===== config.mk =====
export PLATFORM = sky130hd
export DESIGN_NAME = utf8_to_utf16_transcoder_unit
export DESIGN_NICKNAME = d
export VERILOG_FILES = /design/src/rtl/core/u8u16_pkg.sv /design/src/rtl/core/u8u16_front.sv /design/src/rtl/core/u8u16_queue.sv /design/src/rtl/core/u8u16_back.sv /design/src/rtl/core/utf8_to_utf16_transcoder_unit.sv
export VERILOG_INCLUDE_DIRS = /design/src /design/src/rtl/core
export SDC_FILE = /design/constraint.sdc
export NUM_CORES = 1
export LEC_CHECK = 0
export BUFFER_PORTS_ARGS = -buffer_cell sky130_fd_sc_hd__clkbuf_2
export CORE_AREA = 2 2 201 203
export CTS_CLUSTER_SIZE = 14
export DETAILED_ROUTE_END_ITERATION = 12
export DIE_AREA = 0 0 203 205
export GPL_ROUTABILITY_DRIVEN = 1
export GPL_TIMING_DRIVEN = 0
export PLACE_DENSITY = 0.48
export SLEW_MARGIN = 25
export SYNTH_ARGS = -nofsm -noshare
export SYNTH_HDL_FRONTEND = slang
export SYNTH_SLANG_ARGS = --single-unit
export TNS_END_PERCENT = 30

===== constraint.sdc =====
create_clock -name clk -period 4.1 [get_ports clk]
set_input_delay 0.205 -clock clk [delete_from_list [all_inputs] [get_ports clk]]
set_output_delay 0.205 -clock clk [all_outputs]
set_load 0.02 [all_outputs]

===== src/rtl/core/utf8_to_utf16_transcoder_unit_defines.svh =====
// ----------------------------------------------------------------------------
// utf8_to_utf16_transcoder_unit_defines
// Assertion macros shared by the transcoder modules.
// ----------------------------------------------------------------------------
`ifndef UTF8_TO_UTF16_TRANSCODER_UNIT_DEFINES_SVH
`define UTF8_TO_UTF16_TRANSCODER_UNIT_DEFINES_SVH

// same-cycle implication, checked outside reset
`define U8U16_ASSERT_NOW(label, ck, rn, ante, cons) \
	label: assert property (@(posedge ck) disable iff (!rn) (ante) |-> (cons)) \
		else $error("u8u16 same-cycle check failed");

// next-cycle implication, checked outside reset
`define U8U16_ASSERT_NEXT(label, ck, rn, ante, cons) \
	label: assert property (@(posedge ck) disable iff (!rn) (ante) |=> (cons)) \
		else $error("u8u16 next-cycle check failed");

`endif


===== src/rtl/core/u8u16_pkg.sv =====
// ----------------------------------------------------------------------------
// u8u16_pkg
// Types and constants shared by the UTF-8 to UTF-16 transcoder modules.
// ----------------------------------------------------------------------------
package u8u16_pkg;

	// result queue between decoder and output stage
	localparam int unsigned QDEPTH = 4;
	localparam int unsigned QAW    = $clog2(QDEPTH);
	localparam int unsigned QCW    = $clog2(QDEPTH + 1);

	// capacity register
	localparam logic [12:0] CAP_RESET = 13'd256;
	localparam logic [12:0] CAP_LIMIT = 13'd4096;

	typedef enum logic [1:0] {
		ST_OK       = 2'd0,
		ST_BAD_ENC  = 2'd1,
		ST_CAPACITY = 2'd2
	} status_t;

	typedef struct packed {
		logic [7:0] text_byte;
		logic       end_of_string;
	} text_item_t;

	typedef struct packed {
		logic [15:0] code_unit;
		logic        final_unit;
		status_t     status;
		logic [11:0] unit_count;
	} unit_item_t;

	// results caused by one byte: one, or a surrogate pair
	typedef struct packed {
		logic       two;
		unit_item_t first;
		unit_item_t second;
	} unit_group_t;

	typedef struct packed {
		logic full;
		logic empty;
	} q_stat_t;

endpackage


===== src/rtl/core/u8u16_front.sv =====
// ----------------------------------------------------------------------------
// u8u16_front
// Byte decoder: validates UTF-8, tracks per-string state and builds the
// result group for each completed character or decode error.
// ----------------------------------------------------------------------------
module u8u16_front (
	input  logic                   clk,
	input  logic                   arst_n,
	input  logic                   cfg_we,
	input  logic [12:0]            cfg_wdata,
	input  logic                   push,
	input  u8u16_pkg::text_item_t  text_item,
	input  u8u16_pkg::q_stat_t     q_stat,
	output logic                   full,
	output logic                   wr_en,
	output u8u16_pkg::unit_group_t wr_data
);

	localparam logic [12:0] CAP_LIMIT_C = u8u16_pkg::CAP_LIMIT;

	logic [12:0] cap_q;
	logic [20:0] pcp_q;
	logic [1:0]  rem_q;
	logic [16:0] min_q;
	logic [11:0] cnt_q;
	logic        disc_q;

	logic [7:0]  b;
	logic        eos;
	logic        acc;
	logic        fail;
	logic        have;
	logic [20:0] cp;
	logic [20:0] cont;
	logic [20:0] pcp_d;
	logic [1:0]  rem_d;
	logic [16:0] min_d;
	logic [12:0] cap;
	logic [12:0] n1;
	logic [12:0] n2;
	logic        bmp;
	logic        cap_fail;
	logic        err;
	logic [20:0] cpm;

	assign full = q_stat.full;
	assign acc  = push && !q_stat.full;
	assign b    = text_item.text_byte;
	assign eos  = text_item.end_of_string;
	assign cont = {pcp_q[14:0], b[5:0]};

	// byte classification and sequence checks
	always_comb begin
		fail  = 1'b0;
		have  = 1'b0;
		cp    = '0;
		pcp_d = pcp_q;
		rem_d = rem_q;
		min_d = min_q;
		if (rem_q == 2'd0) begin
			if (b == 8'h00) begin
				fail = 1'b1;
			end else if (b < 8'h80) begin
				cp   = {13'd0, b};
				have = 1'b1;
			end else if (b >= 8'hC2 && b <= 8'hDF) begin
				pcp_d = {16'd0, b[4:0]};
				rem_d = 2'd1;
				min_d = 17'h00080;
			end else if (b >= 8'hE0 && b <= 8'hEF) begin
				pcp_d = {17'd0, b[3:0]};
				rem_d = 2'd2;
				min_d = 17'h00800;
			end else if (b >= 8'hF0 && b <= 8'hF4) begin
				pcp_d = {18'd0, b[2:0]};
				rem_d = 2'd3;
				min_d = 17'h10000;
			end else begin
				fail = 1'b1;
			end
		end else begin
			if (b[7:6] != 2'b10) begin
				fail = 1'b1;
			end else begin
				pcp_d = cont;
				rem_d = rem_q - 2'd1;
				if (rem_q == 2'd1) begin
					cp = cont;
					if (cont < {4'd0, min_q} || cont > 21'h10FFFF ||
							(cont >= 21'h00D800 && cont <= 21'h00DFFF)) begin
						fail = 1'b1;
					end else begin
						have = 1'b1;
					end
				end
			end
		end
		// sequence cut off by end of string
		if (!fail && !have && eos) begin
			fail = 1'b1;
		end
	end

	// capacity check, terminator slot kept free
	assign cap      = (cap_q > CAP_LIMIT_C) ? CAP_LIMIT_C : cap_q;
	assign n1       = {1'b0, cnt_q} + 13'd1;
	assign n2       = {1'b0, cnt_q} + 13'd2;
	assign bmp      = (cp[20:16] == 5'd0);
	assign cap_fail = have && (bmp ? (n1 >= cap) : (n2 >= cap));
	assign err      = fail || cap_fail;
	assign cpm      = cp - 21'h010000;

	// result group for the queue
	always_comb begin
		wr_data.two               = have && !cap_fail && !bmp;
		wr_data.second.code_unit  = {6'b110111, cpm[9:0]};
		wr_data.second.final_unit = eos;
		wr_data.second.status     = u8u16_pkg::ST_OK;
		wr_data.second.unit_count = n2[11:0];
		if (err) begin
			wr_data.first.code_unit  = 16'h0000;
			wr_data.first.final_unit = 1'b1;
			wr_data.first.status     = fail ? u8u16_pkg::ST_BAD_ENC : u8u16_pkg::ST_CAPACITY;
			wr_data.first.unit_count = cnt_q;
		end else if (bmp) begin
			wr_data.first.code_unit  = cp[15:0];
			wr_data.first.final_unit = eos;
			wr_data.first.status     = u8u16_pkg::ST_OK;
			wr_data.first.unit_count = n1[11:0];
		end else begin
			wr_data.first.code_unit  = {6'b110110, cpm[19:10]};
			wr_data.first.final_unit = 1'b0;
			wr_data.first.status     = u8u16_pkg::ST_OK;
			wr_data.first.unit_count = n1[11:0];
		end
	end

	assign wr_en = acc && !disc_q && (err || have);

	// capacity register
	always_ff @(posedge clk or negedge arst_n) begin
		if (!arst_n) begin
			cap_q <= u8u16_pkg::CAP_RESET;
		end else if (cfg_we) begin
			cap_q <= cfg_wdata;
		end
	end

	// per-string decode state
	always_ff @(posedge clk or negedge arst_n) begin
		if (!arst_n) begin
			pcp_q  <= '0;
			rem_q  <= '0;
			min_q  <= '0;
			cnt_q  <= '0;
			disc_q <= 1'b0;
		end else if (acc) begin
			if (disc_q) begin
				if (eos) begin
					disc_q <= 1'b0;
				end
			end else if (err) begin
				pcp_q  <= '0;
				rem_q  <= '0;
				min_q  <= '0;
				cnt_q  <= '0;
				disc_q <= !eos;
			end else if (have) begin
				pcp_q <= '0;
				rem_q <= '0;
				min_q <= '0;
				if (eos) begin
					cnt_q <= '0;
				end else begin
					cnt_q <= bmp ? n1[11:0] : n2[11:0];
				end
			end else begin
				pcp_q <= pcp_d;
				rem_q <= rem_d;
				min_q <= min_d;
			end
		end
	end

endmodule


===== src/rtl/core/u8u16_queue.sv =====
// ----------------------------------------------------------------------------
// u8u16_queue
// Short queue of result groups between the decoder and the output stage.
// ----------------------------------------------------------------------------
`include "utf8_to_utf16_transcoder_unit_defines.svh"

module u8u16_queue (
	input  logic                   clk,
	input  logic                   arst_n,
	input  logic                   wr_en,
	input  u8u16_pkg::unit_group_t wr_data,
	input  logic                   rd_en,
	output u8u16_pkg::unit_group_t rd_data,
	output u8u16_pkg::q_stat_t     stat
);

	localparam logic [u8u16_pkg::QAW-1:0] LAST = u8u16_pkg::QAW'(u8u16_pkg::QDEPTH - 1);
	localparam logic [u8u16_pkg::QCW-1:0] FULL_CNT = u8u16_pkg::QCW'(u8u16_pkg::QDEPTH);

	u8u16_pkg::unit_group_t        mem_q [u8u16_pkg::QDEPTH];
	logic [u8u16_pkg::QAW-1:0]     wp_q;
	logic [u8u16_pkg::QAW-1:0]     rp_q;
	logic [u8u16_pkg::QCW-1:0]     cnt_q;

	assign rd_data    = mem_q[rp_q];
	assign stat.full  = (cnt_q == FULL_CNT);
	assign stat.empty = (cnt_q == '0);

	// storage, no reset needed
	always_ff @(posedge clk) begin
		if (wr_en) begin
			mem_q[wp_q] <= wr_data;
		end
	end

	// pointers and fill count
	always_ff @(posedge clk or negedge arst_n) begin
		if (!arst_n) begin
			wp_q  <= '0;
			rp_q  <= '0;
			cnt_q <= '0;
		end else begin
			if (wr_en) begin
				wp_q <= (wp_q == LAST) ? '0 : wp_q + 1'b1;
			end
			if (rd_en) begin
				rp_q <= (rp_q == LAST) ? '0 : rp_q + 1'b1;
			end
			if (wr_en && !rd_en) begin
				cnt_q <= cnt_q + 1'b1;
			end else if (rd_en && !wr_en) begin
				cnt_q <= cnt_q - 1'b1;
			end
		end
	end

	`U8U16_ASSERT_NOW(a_cnt_bound, clk, arst_n, 1'b1, cnt_q <= FULL_CNT)
	`U8U16_ASSERT_NOW(a_no_overflow, clk, arst_n, wr_en && !rd_en, !stat.full)
	`U8U16_ASSERT_NOW(a_no_underflow, clk, arst_n, rd_en, !stat.empty)
	`U8U16_ASSERT_NEXT(a_cnt_step, clk, arst_n, wr_en && !rd_en, cnt_q == $past(cnt_q) + 1'b1)

endmodule


===== src/rtl/core/u8u16_back.sv =====
// ----------------------------------------------------------------------------
// u8u16_back
// Output stage: presents the head result group one unit at a time and
// releases the group once its last unit is taken.
// ----------------------------------------------------------------------------
`include "utf8_to_utf16_transcoder_unit_defines.svh"

module u8u16_back (
	input  logic                   clk,
	input  logic                   arst_n,
	input  logic                   pop,
	input  u8u16_pkg::q_stat_t     q_stat,
	input  u8u16_pkg::unit_group_t rd_data,
	output logic                   empty,
	output u8u16_pkg::unit_item_t  unit_item,
	output logic                   rd_en
);

	logic half_q;
	logic take;

	assign empty     = q_stat.empty;
	assign unit_item = half_q ? rd_data.second : rd_data.first;
	assign take      = pop && !q_stat.empty;
	assign rd_en     = take && (half_q || !rd_data.two);

	// low or high surrogate of the head pair
	always_ff @(posedge clk or negedge arst_n) begin
		if (!arst_n) begin
			half_q <= 1'b0;
		end else if (take) begin
			half_q <= !half_q && rd_data.two;
		end
	end

	`U8U16_ASSERT_NOW(a_half_pair, clk, arst_n, half_q, rd_data.two && !q_stat.empty)
	`U8U16_ASSERT_NEXT(a_pair_second, clk, arst_n, take && !half_q && rd_data.two, half_q)
	`U8U16_ASSERT_NEXT(a_pair_done, clk, arst_n, take && half_q, !half_q)

endmodule


===== src/rtl/core/utf8_to_utf16_transcoder_unit.sv =====
// Flow: a byte that ends a character or fails puts its result group into the queue.
// Throughput: one byte per cycle in while not full; one unit per cycle out while
// not empty; a surrogate pair leaves as two units, absorbed by the four-entry queue.
// Reset: arst_n clears decode state and empties the queue; the capacity goes to 256.
// ----------------------------------------------------------------------------
// utf8_to_utf16_transcoder_unit
// Strict UTF-8 to UTF-16 transcoder with queue-style input and output ports.
// ----------------------------------------------------------------------------
module utf8_to_utf16_transcoder_unit (
	input  logic                  clk,
	input  logic                  arst_n,
	input  logic                  cfg_we,
	input  logic [12:0]           cfg_wdata,
	input  logic                  push,
	output logic                  full,
	input  u8u16_pkg::text_item_t text_item,
	output logic                  empty,
	input  logic                  pop,
	output u8u16_pkg::unit_item_t unit_item
);

	u8u16_pkg::q_stat_t     q_stat;
	u8u16_pkg::unit_group_t wr_data;
	u8u16_pkg::unit_group_t rd_data;
	logic                   wr_en;
	logic                   rd_en;

	// decoder
	u8u16_front u_front (
		.clk       (clk),
		.arst_n    (arst_n),
		.cfg_we    (cfg_we),
		.cfg_wdata (cfg_wdata),
		.push      (push),
		.text_item (text_item),
		.q_stat    (q_stat),
		.full      (full),
		.wr_en     (wr_en),
		.wr_data   (wr_data)
	);

	// result queue
	u8u16_queue u_queue (
		.clk     (clk),
		.arst_n  (arst_n),
		.wr_en   (wr_en),
		.wr_data (wr_data),
		.rd_en   (rd_en),
		.rd_data (rd_data),
		.stat    (q_stat)
	);

	// output stage
	u8u16_back u_back (
		.clk       (clk),
		.arst_n    (arst_n),
		.pop       (pop),
		.q_stat    (q_stat),
		.rd_data   (rd_data),
		.empty     (empty),
		.unit_item (unit_item),
		.rd_en     (rd_en)
	);

endmodule

# --- Word-level counts from Yosys, hierarchy flattened ---
# Memories as Yosys holds them, arrays and structs flattened.
# Cells that the tools add are included.
# Widths: inputs -> output; s select.
classes:
  n_shift: 0
  mux: 66
  eq_ne: 11
  order_cmp: 14
  addsub: 8
  div_mod_pow: 0
  mul: 0
  n_bitwise: 1
  reduce_logical: 45
ops:
  columns: ["cell", "count"]
  rows:
  - ["$mux 17", 8]
  - ["$mux 15", 9]
  - ["$mux 31", 3]
  - ["$mux 21", 4]
  - ["$mux 12", 4]
  - ["$ge 13x13->1", 2]
  - ["$ge 8x8->1 const B", 3]
  - ["$le 8x8->1 const B", 3]
  - ["$mux 2", 12]
  - ["$mux 1", 22]
  - ["$ge 21x16->1 const B", 1]
  - ["$gt 21x21->1 const B", 1]
  - ["$le 21x16->1 const B", 1]
  - ["$lt 21x17->1", 1]
  - ["$sub 20x17->20 const B", 1]
  - ["$logic_and 1x1->1", 17]
  - ["$add 12x1->13 const B", 1]
  - ["$add 12x2->13 const B", 1]
  - ["$gt 13x13->1 const B", 1]
  - ["$mux 13", 1]
  - ["$logic_not 1->1", 12]
  - ["$reduce_and 6->1", 2]
  - ["$logic_not 8->1", 1]
  - ["$lt 8x8->1 const B", 1]
  - ["other kinds (23)", 33]
totals:
  out_inout_bits: 33
  mem_bits_ro: 0
  n_memories: 1
  inputBits: 27
  latchBits: 0
  word_cells: 156
  ram_bits: 220
  ff_bits: 68
memory_table:
  columns: ["memory", "words", "word_bits", "rd", "rd_ports_with_merged_regs", "wr", "line_no", "text"]
  rows:
  - ["u_queue.mem_q", 4, 55, 1, 0, 1, "u8u16_queue.sv:20", "u8u16_pkg::unit_group_t mem_q [u8u16_pkg::QDEPTH];"]

# --- Logic depth before layout (Yosys ltp) ---
# Gate-level depths: netlist of run 1.
logic_depth:
  depth_word: 19
  mapped_depth: 15
  depth_no_buf: 14

# --- By module ---
# A second synthesis of run 1 with hierarchy kept.
unflattened:
  hier_cells: 892
  hier_area_um2: 14114.8
by_module_without_submodules:
  columns: ["mod", "area_each_um2", "seq_area_each_um2", "instances", "cells_each"]
  rows:
  - ["u8u16_queue", 9506.6, 7742.4, 1, 366]
  - ["u8u16_front", 4016.4, 1152.4, 1, 485]
  - ["u8u16_back", 591.8, 25.0, 1, 41]

# --- Worst setup path after synthesis of run 1 ---
# No wires, ideal clock.
synth_path:
  kind: "input -> register"
  from: "input port text_item[2] (netlist name)"
  to: "memory u_queue.mem_q[0][0] (netlist name), enable pin"
  setup_slack_ps: 345
  t_arrival_ps: 3336
  setup_ps: 419
  required_ps: 3681
  path_buffers: 1
  path_stages: 8
  path_cell_list: "or4_4 > o41a_4 > a311oi_4 > nor4_4 > a21o_4 > clkinv_4 > buf_2 > and2_1"
synth_via:
  elab_chain_cells: 17
  elab_cells_between_ends: 44
  cone_classes: "order compare (11); mux (18); reduce/logical (15)"
synth_rtl:
  columns: ["item", "line_no", "text"]
  rows:
  - ["start, declared", "utf8_to_utf16_transcoder_unit.sv:16", "input u8u16_pkg::text_item_t text_item,"]
  - ["parallel branches: the longest is 13 deep, another holds $lt 21x17->1", null, null]
  - ["$logic_or 1x1->1 (*)", "u8u16_front.sv:138", "assign wr_en = acc && !disc_q && (err || have);"]
  - ["$logic_and 1x1->1 (*)", "u8u16_front.sv:138", null]
  - ["named net u_front.wr_en", "u8u16_front.sv:15", "output logic wr_en,"]
  - ["$mux 1 (*)", "u8u16_queue.sv:31", "if (wr_en) begin"]
  - ["$mux 1 (implied by the code) (*)", "u8u16_queue.sv:32", "mem_q[wp_q] <= wr_data;"]
  - ["end, declared", "u8u16_queue.sv:20", null]
# Mark *: on every way through the listed nets, which the timed path passes.

==> flow_metrics.py, run 1 <==
metrics = {
    "placed_design": {
        "dpl.hpwl_um": 20720,
        "port_buffers": 59,
        "gp_congestion": 0.8132,
        "placed_area_um2": 13640,
    },
    "drt": {
        "drt_iter0_drc": 400,
        "first_pass_iters": 4,
        "drtAntennaViolNets": 0,
        "wire_per_inst_um": 20.66,
        "vias_per_cell": 4.960,
        "drc": 0,
        "wl_um": 30850,
        "vias": 7406,
    },
    "cells_and_area": {
        "num_antenna_cells": 0,
        "syn2layout_area_growth_pct": 21.46,
        "drive_above_1_share_pct": 30.68,
        "fin_area_um2": 15240,
        "nets": 1011,
        "final_cell_mix": "edfxtp_1, clkbuf_2, mux4_2",
        "post-route-util_pct": 38.71,
        "mostFrequentLayoutCell": "edfxtp_1",
        "nFillCells": 3659,
    },
    "die": {
        "core_um2": 39370,
        "io_pins": 60,
        "rows": 73,
        "dieHeight_um": 205,
        "die_w_um": 203,
        "initial_core_util_pct": 31.87,
        "die_area_um2": 41620,
    },
    "yosys": {
        "seq_area_frac_synth_pct": 63.45,
        "syn_area_um2": 12540,
        "postSynthCellCount": 813,
        "yosysTopAreaCell": "edfxtp_1",
        "synth_top_area_share_pct": 52.66,
        "syn_avg_cell_area_um2": 15.43,
        "ys_async_sr_fraction_pct": 19.71,
        "synth.area.top_cells": "edfxtp_1, dfrtp_1, mux4_2",
        "ys_types": 69,
        "syn_nets": 879,
        "synth-seq-cells": 274,
        "synth_flop_cell": "edfxtp_1",
        "synth-edff-count": 220,
        "synth-warning-count": 0,
    },
    "worst_setup_path": {
        "path_class": "reg2reg",
        "cp.required_ps": 4410,
        "cp.arrival_ps": 4220,
        "critPathMaxStageDelay_ps": 510,
        "cpMaxStageDelayCell": "or3b_2",
        "r2r_cells": 17,
        "cp-end-kind": "flip-flop",
        "cp_max_fo": 6,
        "worst_setup_path_start_kind": "flip-flop",
        "crit_chain": "ha_2, nand3_2, nor2_4, nand3_4, nor2_4, xor2_2, ha_1, nand4_1, or3b_2, a21oi_2, nor4_4, o311ai_4, buf_4, buf_12, nor3_1, xor2_1, buf_4",
    },
    "power_and_ir_drop": {
        "p_per_area_nw_per_um2": 622.5,
        "power.leakage_nw": 5.555,
        "irDropWorstVdd_v": 0.0002832,
    },
    "min_path": {
        "min_path_cells": 2,
        "hold_class": "in2reg",
    },
    "clock_network": {
        "cts-buffers-inserted": 31,
        "clock_path_buffers": 3,
        "clockRootBuffer": "clkbuf_16",
        "clock-sinks": 274,
        "insertion_delay_ps": 560,
        "clkSlewWorstSetupHoldPaths_ps": 60,
        "cts_tree": "built",
        "htree_levels": 1,
    },
    "sta": {
        "clock_skew_ps": 16.47,
        "finalCritPeriodShare_pct": 95.20,
        "max_freq_mhz": 256.2,
        "setup_viol": 0,
        "hold_viol_final": 0,
        "slew_headroom_pct": 38.81,
        "slew_viol_final": 0,
        "fin_crit_ps": 3903,
        "tightestPinTransition_ps": 917.8,
    },
    "grt": {
        "grt_pass1_wl_um": 47880,
        "antenna_found_initial": 0,
        "grt_pass1_vias": 7624,
        "grt_max_degree": 40,
        "grt_overflow_total": 0,
        "grt_util_all_layers_pct": 15.19,
    },
    "run": {
        "cap_viol_max_count": 0,
    },
    "run_status": {
        "status": "finished clean",
    },
}
==> flip-flops by register name, indices dropped and copies added, names as in the netlist, 3 cells and up <==
| name | cells |
|---|---|
| u_queue.cnt_q | 3 |
| u_queue.mem_q | 220 |
| u_front.cap_q | 13 |
| u_front.min_q | 3 |
| u_front.pcp_q | 15 |
| u_front.cnt_q | 12 |
==> path summary, 6_finish.rpt <==
path                                       start                   end  slack [ps]
worst max-delay path            u_front.cnt_q[1]  u_queue.mem_q[0][28]         200
worst min-delay path                text_item[6]      u_front.pcp_q[5]          40
worst max register to register  u_front.cnt_q[1]  u_queue.mem_q[0][28]         200
worst min register to register  u_queue.cnt_q[2]      u_queue.cnt_q[2]         490
max in group asynchronous                 arst_n      u_front.cap_q[8]        3320
min in group asynchronous                 arst_n       u_queue.rp_q[1]         160
==> synth_stat cells, drive strengths merged, types with 2 or more instances <==
master,instances
o21a,6
o22ai,3
xnor2,18
a22oi,4
xor2,17
a211oi,4
dfrtp,53
mux4,55
or4,2
a211o,2
nor2,50
o211ai,3
mux2i,3
edfxtp,220
o31ai,7
nand3,15
nor3,12
o21ai,25
o2bb2ai,3
inv,19
or3,3
and2,9
nor2b,16
or2,5
mux2,38
a21oi,14
nand2,45
a21o,6
a22o,16
nand2b,6
or3b,2
and3,6
ha,38
nand4,6
clkbuf,28
nor3b,3
buf,16
a31oi,7
and4,2
nor4,7
==> through the flow <==
step	cells	hold slack (ps)	setup TNS (ps)	total power [mW]	setup slack, ps
finish	1493	37.28	0	9.485	196.6
global route	1493	61.22	-46.74	10.01	-10.74
CTS	1483	12.74	0	9.617	1.819
detailed placement	1402	212.7	-101570	6.874	-1236
global placement	1397	433.7	-382930	6.833	-1302
floorplan	813	-90.59	0	5.792	345.5
==> critical path: cells and delay by family, from the launching register on <==
family	cells	cell delay, ps
and+or+nand+nor	8	1430
DFF	1	430
adders and majority gates	2	570
AOI/OAI and AO/OA	2	490
buffers and inverters	3	480
xor gates and xnor gates	2	250
==> cell type report <==
| class | instances | area, um^2 | share of cell area [%] |
|---|---|---|---|
| multi-input combinational | 475 | 4584 | 30.09 |
| timing repair buffer | 106 | 805.8 | 5.288 |
| buffer | 37 | 168.9 | 1.109 |
| inverter | 20 | 80.08 | 0.5255 |
| clock inverter | 13 | 123.9 | 0.8129 |
| tap | 525 | 656.9 | 4.311 |
| clock buffer | 43 | 850.8 | 5.584 |
| sequential | 274 | 7966 | 52.28 |
==> layer usage <==
layer	global-route usage [%]	share of wire (%)	up-vias	wire, um
li1	-	-	3433	-
met1	21.97	48	3776	14790
met2	24.13	46	152	14110
met3	2.068	4.4	45	1351
met4	3.962	2.0	0	604
met5	0	0	-	0
==> kinds of logic (layout without fill, tap and decap cells) <==
kind of cell | Yosys count | after routing | share of synthesized area, %
adder cells (fa/ha/maj) | 39 | 39 | 3.950
flip-flops | 274 | 274 | 63.45
XOR/XNOR | 35 | 35 | 2.444
AO/OA/AOI/OAI | 111 | 111 | 6.553
AND/OR/NAND/NOR | 194 | 194 | 7.989
buffers and inverters | 64 | 219 | 2.094
multiplexers | 96 | 96 | 13.52
==> power by group <==
group	total, mW	switching (mW)	internal (mW)
Sequential	3.61	0.162	3.45
Combinational	3.23	1.87	1.36
Clock	2.65	1.08	1.57
Total	9.48	3.11	6.38
==> what timing repair did <==
action | CTS | global route
hold endpoints to repair | 42 | 0
gates resized for setup | 37 | 19
pin swaps | 3 | 5
gates cloned | 0 | 0
endpoints found under the setup margin | 137 | 121
buffers inserted | 8 | 11
hold buffers | 23 | 0
Note: power is estimated with default switching activity, not from simulation.
==> run 2: changes to the inputs <==
--- a/config.mk
+++ b/config.mk
@@ -6,11 +6,12 @@
 export SDC_FILE = /design/constraint.sdc
 export NUM_CORES = 1
 export LEC_CHECK = 0
+export ABC_AREA = 1
 export BUFFER_PORTS_ARGS = -buffer_cell sky130_fd_sc_hd__clkbuf_2
-export CORE_AREA = 2 2 201 203
+export CORE_AREA = 2 2 206 208
 export CTS_CLUSTER_SIZE = 14
 export DETAILED_ROUTE_END_ITERATION = 12
-export DIE_AREA = 0 0 203 205
+export DIE_AREA = 0 0 208 210
 export GPL_ROUTABILITY_DRIVEN = 1
 export GPL_TIMING_DRIVEN = 0
 export PLACE_DENSITY = 0.48
==> flow_metrics.py, run 2 <==
metrics = {
    "worst_setup_path": {
        "worst_setup_path_start_kind": "flip-flop",
        "r2r_end": "u_queue.mem_q[1][45]",
        "cp.arrival_ps": 4180,
        "timing.reg2reg.setup_slack_ps": 210,
        "crit_start": "u_front.cnt_q[1]",
        "cp_max_fo": 10,
        "r2r_cells": 19,
        "endpoint": "u_queue.mem_q[1][45]",
        "cp.required_ps": 4390,
        "reg2reg_from": "u_front.cnt_q[1]",
        "cp-end-kind": "flip-flop",
        "path_class": "reg2reg",
    },
    "grt": {
        "grt_pass1_vias": 9275,
        "grt_util_all_layers_pct": 16.77,
        "grt_pass1_wl_um": 56240,
        "grt_overflow_total": 0,
        "grt_max_degree": 36,
        "antenna_found_initial": 0,
    },
    "clock_network": {
        "postCtsSetupRepairBufs": 0,
        "insertion_delay_ps": 570,
        "cts-buffers-inserted": 31,
        "htree_levels": 1,
        "clock-sinks": 274,
        "clock_path_buffers": 3,
        "clkSlewWorstSetupHoldPaths_ps": 70,
        "clockRootBuffer": "clkbuf_16",
        "cts_tree": "built",
    },
    "placed_design": {
        "port_buffers": 59,
        "gp_congestion": 0.8008,
        "dpl.hpwl_um": 26320,
    },
    "yosys": {
        "ys_types": 55,
        "syn_nets": 1356,
        "synth-seq-cells": 274,
        "syn_area_um2": 13150,
        "seq_area_frac_synth_pct": 60.51,
        "synth-edff-count": 220,
        "synth_flop_cell": "edfxtp_1",
        "syn_avg_cell_area_um2": 10.20,
        "yosysTopAreaCell": "edfxtp_1",
        "synth_top_area_share_pct": 50.22,
        "synth_commonest_cells": "nor2_1, edfxtp_1, nand2_1, o21ai_0, inv_1",
        "postSynthCellCount": 1290,
        "synth.area.top_cells": "edfxtp_1, dfrtp_1, nor2_1",
        "post-synth-top-count-cell": "nor2_1",
        "ys_async_sr_fraction_pct": 19.71,
        "synth-warning-count": 0,
    },
    "sta": {
        "finalCritPeriodShare_pct": 94.90,
        "rsz0062_at_grt": "false",
        "slew_viol_final": 0,
        "hold_slack_ps": 92.32,
        "setup_viol": 0,
        "tightestPinTransition_ps": 788.3,
        "clock_skew_ps": 15.50,
        "fin_crit_ps": 3891,
        "max_freq_mhz": 257.0,
        "slew_headroom_pct": 47.45,
        "hold_viol_final": 0,
    },
    "die": {
        "rows": 75,
        "initial_core_util_pct": 31.71,
        "die_area_um2": 43680,
        "io_pins": 60,
        "die_w_um": 208,
        "dieHeight_um": 210,
        "core_um2": 41480,
    },
    "drt": {
        "first_pass_iters": 5,
        "wl_um": 36670,
        "drt_iter0_drc": 564,
        "drtAntennaViolNets": 0,
        "vias": 9563,
        "wire_per_inst_um": 18.51,
        "vias_per_cell": 4.827,
        "drc": 0,
    },
    "power_and_ir_drop": {
        "power.leakage_nw": 6.066,
        "p_per_area_nw_per_um2": 702.1,
        "irDropWorstVdd_v": 0.0002678,
        "p_total_mw": 11.15,
    },
    "cells_and_area": {
        "num_antenna_cells": 0,
        "final_cell_mix": "nor2_1, edfxtp_1, nand2_1",
        "largest_register_ffs": 220,
        "multi_input_area_um2": 4618,
        "post-route-util_pct": 38.27,
        "nFillCells": 4124,
        "mostFrequentLayoutCell": "nor2_1",
        "top_register": "u_queue.mem_q",
        "seq_area_um2": 7960,
        "drive_above_1_share_pct": 15.12,
        "syn2layout_area_growth_pct": 20.68,
        "nets": 1483,
        "top_regs": "u_queue.mem_q: 220 flops, u_front.pcp_q: 15 flops, u_front.cap_q: 13 flops",
    },
    "run": {
        "cap_viol_max_count": 0,
    },
    "min_path": {
        "hold_class": "in2reg",
    },
    "run_status": {
        "status": "finished clean",
    },
}
run 2: cell count changes after synthesis, moves of 16 or more:
cell	before	now
mux4_2	55	0
a31oi_1	6	23
a21oi_1	14	45
inv_1	18	89
o22ai_1	3	23
nor2b_1	16	0
o21ai_0	25	139
nand2_1	45	145
a22o_1	16	0
mux2_2	38	4
nor2_1	50	283
nand3_1	14	42
run 2: cell families (layout without fill, tap and decap cells):
group	after synthesis	count (layout)	synth area share [%]
XOR/XNOR	16	16	1.065
flip-flops	274	274	60.51
AO/OA/AOI/OAI	272	272	11.71
adder cells (fa/ha/maj)	39	39	3.767
multiplexers	4	4	0.3424
AND/OR/NAND/NOR	525	525	17.46
buffers and inverters	160	312	5.146
run 2: area by class of cell:
| class | count | share of cell area [%] |
|---|---|---|
| Multi-Input combinational cell | 856 | 29.09 |
| Tap cell | 539 | 4.248 |
| Buffer | 61 | 1.892 |
| Timing Repair Buffer | 94 | 5.186 |
| Sequential cell | 274 | 50.15 |
| Inverter | 99 | 2.373 |
| Clock inverter | 21 | 1.844 |
| Clock buffer | 37 | 5.218 |
run 2: what timing repair did:
item | 4_1_cts | 5_1_grt
hold buffers | 23 | 0
hold endpoints to repair | 77 | 0
resized for setup | 1 | 19
pin swaps | 0 | 0
setup endpoints to repair | 40 | 96
run 2: critical path: stages, from the launching register on:
cell,delay (ps)
dfrtp_1,440
ha_1,240
nand2_1,120
inv_1,90
nand3_1,100
inv_1,80
nor2_4,230
nor2_1,70
a21oi_1,320
ha_1,320
nand2_1,70
inv_1,40
nand2_1,60
a21oi_1,60
nor2_1,110
nand4_2,160
nand4_4,210
nand3_4,180
buf_6,210
a21oi_1,480
run 2: where the power goes:
part	total [mW]	internal (mW)	switching (mW)
combinational	4.38	1.28	3.10
sequential	3.73	3.57	0.162
clock	3.04	1.83	1.21
run 2: metrics by stage:
step | std cells | setup TNS (ps) | area, um^2 | setup WS (ps)
after global routing | 1981 | 0 | 15870 | 12.03
final | 1981 | 0 | 15870 | 209.0
after global placement | 1888 | -592680 | 14120 | -2820
after detailed placement | 1900 | -596.7 | 14450 | -68.07
after CTS | 1981 | 0 | 15810 | 31.35
after floorplan | 1290 | -90310 | 13150 | -410.5
run 2: metal layers:
layer  track usage (%)  vias to the layer above  wire length [um]
met4             4.475                        0               647
met2             26.25                      222             16620
met1             24.60                     4579             17670
met3             2.086                       34              1732
li1                  -                     4728                 -
met5                 0                        -                 0
run 2: how the worst min path moves through the flow:
stage | startpoint | endpoint | slack, ps | cells after the start
floorplan | arst_n | u_back.half_q | -90 | 0
global placement | cfg_wdata[0] | u_front.cap_q[0] | 430 | 3
detailed placement | arst_n | u_back.half_q | 170 | 1
CTS | text_item[7] | u_front.min_q[11] | 80 | 5
global route | text_item[5] | u_front.min_q[7] | 120 | 7
finish | text_item[7] | u_front.min_q[11] | 90 | 5
==> run 3: changes to the inputs <==
==> constraint.sdc (replaced) <==
create_clock -name clk -period 4.5 [get_ports clk]
set_input_delay 0.225 -clock clk [delete_from_list [all_inputs] [get_ports clk]]
set_output_delay 0.225 -clock clk [all_outputs]
set_load 0.02 [all_outputs]
==> flow_metrics.py, run 3 (synthesis results as in run 2) <==
metrics = {
    "placed_design": {
        "placed_area_um2": 14450,
        "place_inst": 1900,
        "gp_congestion": 0.8008,
        "port_buffers": 59,
        "dpl.hpwl_um": 26320,
    },
    "clock_network": {
        "htree_levels": 1,
        "clkSlewWorstSetupHoldPaths_ps": 70,
        "clockRootBuffer": "clkbuf_16",
        "insertion_delay_ps": 570,
        "clock_path_buffers": 3,
        "cts_tree": "built",
        "cts-buffers-inserted": 31,
        "clock-sinks": 274,
    },
    "grt": {
        "grt_max_degree": 36,
        "grt_util_all_layers_pct": 16.77,
        "antenna_found_initial": 0,
        "grt_pass1_vias": 9276,
        "grt_pass1_wl_um": 56260,
        "grt_overflow_total": 0,
    },
    "power_and_ir_drop": {
        "p_per_area_nw_per_um2": 639.9,
        "combPwrFrac_pct": 39.0,
        "p_switching_mw": 4.030,
        "irDropWorstVdd_v": 0.0002445,
        "swShare_pct": 39.90,
        "p_int_mw": 6.071,
        "p_seq_share_pct": 33.6,
        "power.leakage_nw": 6.051,
        "p_total_mw": 10.10,
        "clkPwrFrac_pct": 27.4,
    },
    "cells_and_area": {
        "num_antenna_cells": 0,
        "top_regs": "u_queue.mem_q: 220 flops, u_front.pcp_q: 15 flops, u_front.cap_q: 13 flops",
        "top_register": "u_queue.mem_q",
        "syn2layout_area_growth_pct": 20.00,
        "fin_cells": 1979,
        "largest_register_ffs": 220,
        "final_cell_mix": "nor2_1, edfxtp_1, nand2_1",
        "post-route-util_pct": 38.06,
        "fin_area_um2": 15790,
        "drive_above_1_share_pct": 14.03,
        "nets": 1481,
        "mostFrequentLayoutCell": "nor2_1",
    },
    "sta": {
        "rsz0062_at_grt": "false",
        "setup_viol": 0,
        "hold_slack_ps": 26.48,
        "max_freq_mhz": 248.5,
        "hold_viol_final": 0,
        "slew_headroom_pct": 46.41,
        "clock_skew_ps": 11.91,
        "slew_viol_final": 0,
        "fin_crit_ps": 4024,
        "tightestPinTransition_ps": 803.9,
        "finalCritPeriodShare_pct": 89.42,
    },
    "die": {
        "core_um2": 41480,
        "initial_core_util_pct": 31.71,
        "rows": 75,
        "dieHeight_um": 210,
        "io_pins": 60,
        "die_w_um": 208,
        "die_area_um2": 43680,
    },
    "worst_setup_path": {
        "cp-end-kind": "flip-flop",
        "crit_top_cell": "nand2_1",
        "reg2reg_from": "u_front.cnt_q[0]",
        "critPathMaxStageDelay_ps": 670,
        "cp_max_fo": 12,
        "path_buf_inv": 4,
        "crit_start": "u_front.cnt_q[0]",
        "crit_chain": "clkinv_1, o21ai_0, inv_1, ha_1, nand2_1, inv_1, nand2_1, nand3_1, nand2_1, nand4_2, nand4_4, nand3_4, buf_6, nor3_1",
        "cp.required_ps": 4780,
        "crit_family": "simple AND/OR/NAND/NOR gates",
        "cpMaxStageDelayCell": "dfrtp_1",
        "cp.arrival_ps": 4300,
        "path_class": "reg2reg",
        "worst_setup_path_start_kind": "flip-flop",
    },
    "run": {
        "cap_viol_max_count": 0,
    },
    "drt": {
        "vias": 9521,
        "first_pass_iters": 5,
        "wire_per_inst_um": 18.55,
        "vias_per_cell": 4.811,
        "drc": 0,
        "drt_iter0_drc": 559,
        "wl_um": 36720,
        "drtAntennaViolNets": 0,
    },
    "run_status": {
        "status": "finished clean",
    },
    "min_path": {
        "hold_class": "in2reg",
        "hold_start": "text_item[0]",
    },
}
[run 3: cell types whose count changed in the layout (fill, tap and decap cells not counted), sizes merged]
cell / delta
dlygate4sd3: -2
[run 3: area by class of cell]
type                    count  area (um^2)
fillers                  4134        25690
flip-flops and latches    274         7959
multi-input cells         856         4551
clock buffers              37        828.3
repair buffers             92        803.3
well taps                 539        674.4
inverters                  99        376.6
plain buffers              61        300.3
clock inverters            21        292.8
[run 3: timing repair]
action | in CTS | in global routing
setup buffers | 0 | 0
hold buffers | 21 | 0
endpoints found under the setup margin | 0 | 8
hold endpoints to repair | 72 | 0
resized for setup | 0 | 1
[run 3: path summary, 6_finish.rpt]
kind                                        end  slack [ps]  cells after the start
setup / recovery           u_queue.mem_q[0][44]         480                     14
hold / removal             u_queue.mem_q[1][12]          30                      1
setup reg to reg           u_queue.mem_q[0][44]         480                     14
hold reg to reg               u_front.min_q[11]         470                      2
max in group asynchronous     u_front.min_q[11]        3820                      3
min in group asynchronous         u_back.half_q         140                      2
[run 3: metrics by stage]
step | worst slack, ps | setup TNS [ps]
floorplan | -10.51 | -2312
global placement | -2420 | -504650
detailed placement | 331.9 | 0
CTS | 282.1 | 0
global route | 169.0 | 0
finish | 476.0 | 0
[run 3: layer usage]
| layer | vias to the layer above | part of all wire [%] | track usage [%] |
|---|---|---|---|
| li1 | 4728 | - | - |
| met1 | 4546 | 48 | 24.61 |
| met5 | - | 0 | 0 |
| met3 | 34 | 5.0 | 2.086 |
| met4 | 0 | 1.8 | 4.475 |
| met2 | 213 | 45 | 26.25 |
[run 3: power groups by stage]
stage,registers [mW],logic [mW],clock network [mW]
global placement,3.49,3.83,0
global route,3.43,4.35,2.93
detailed placement,3.45,3.99,0
finish,3.40,3.94,2.77
floorplan,3.42,2.49,0
CTS,3.40,4.01,2.81
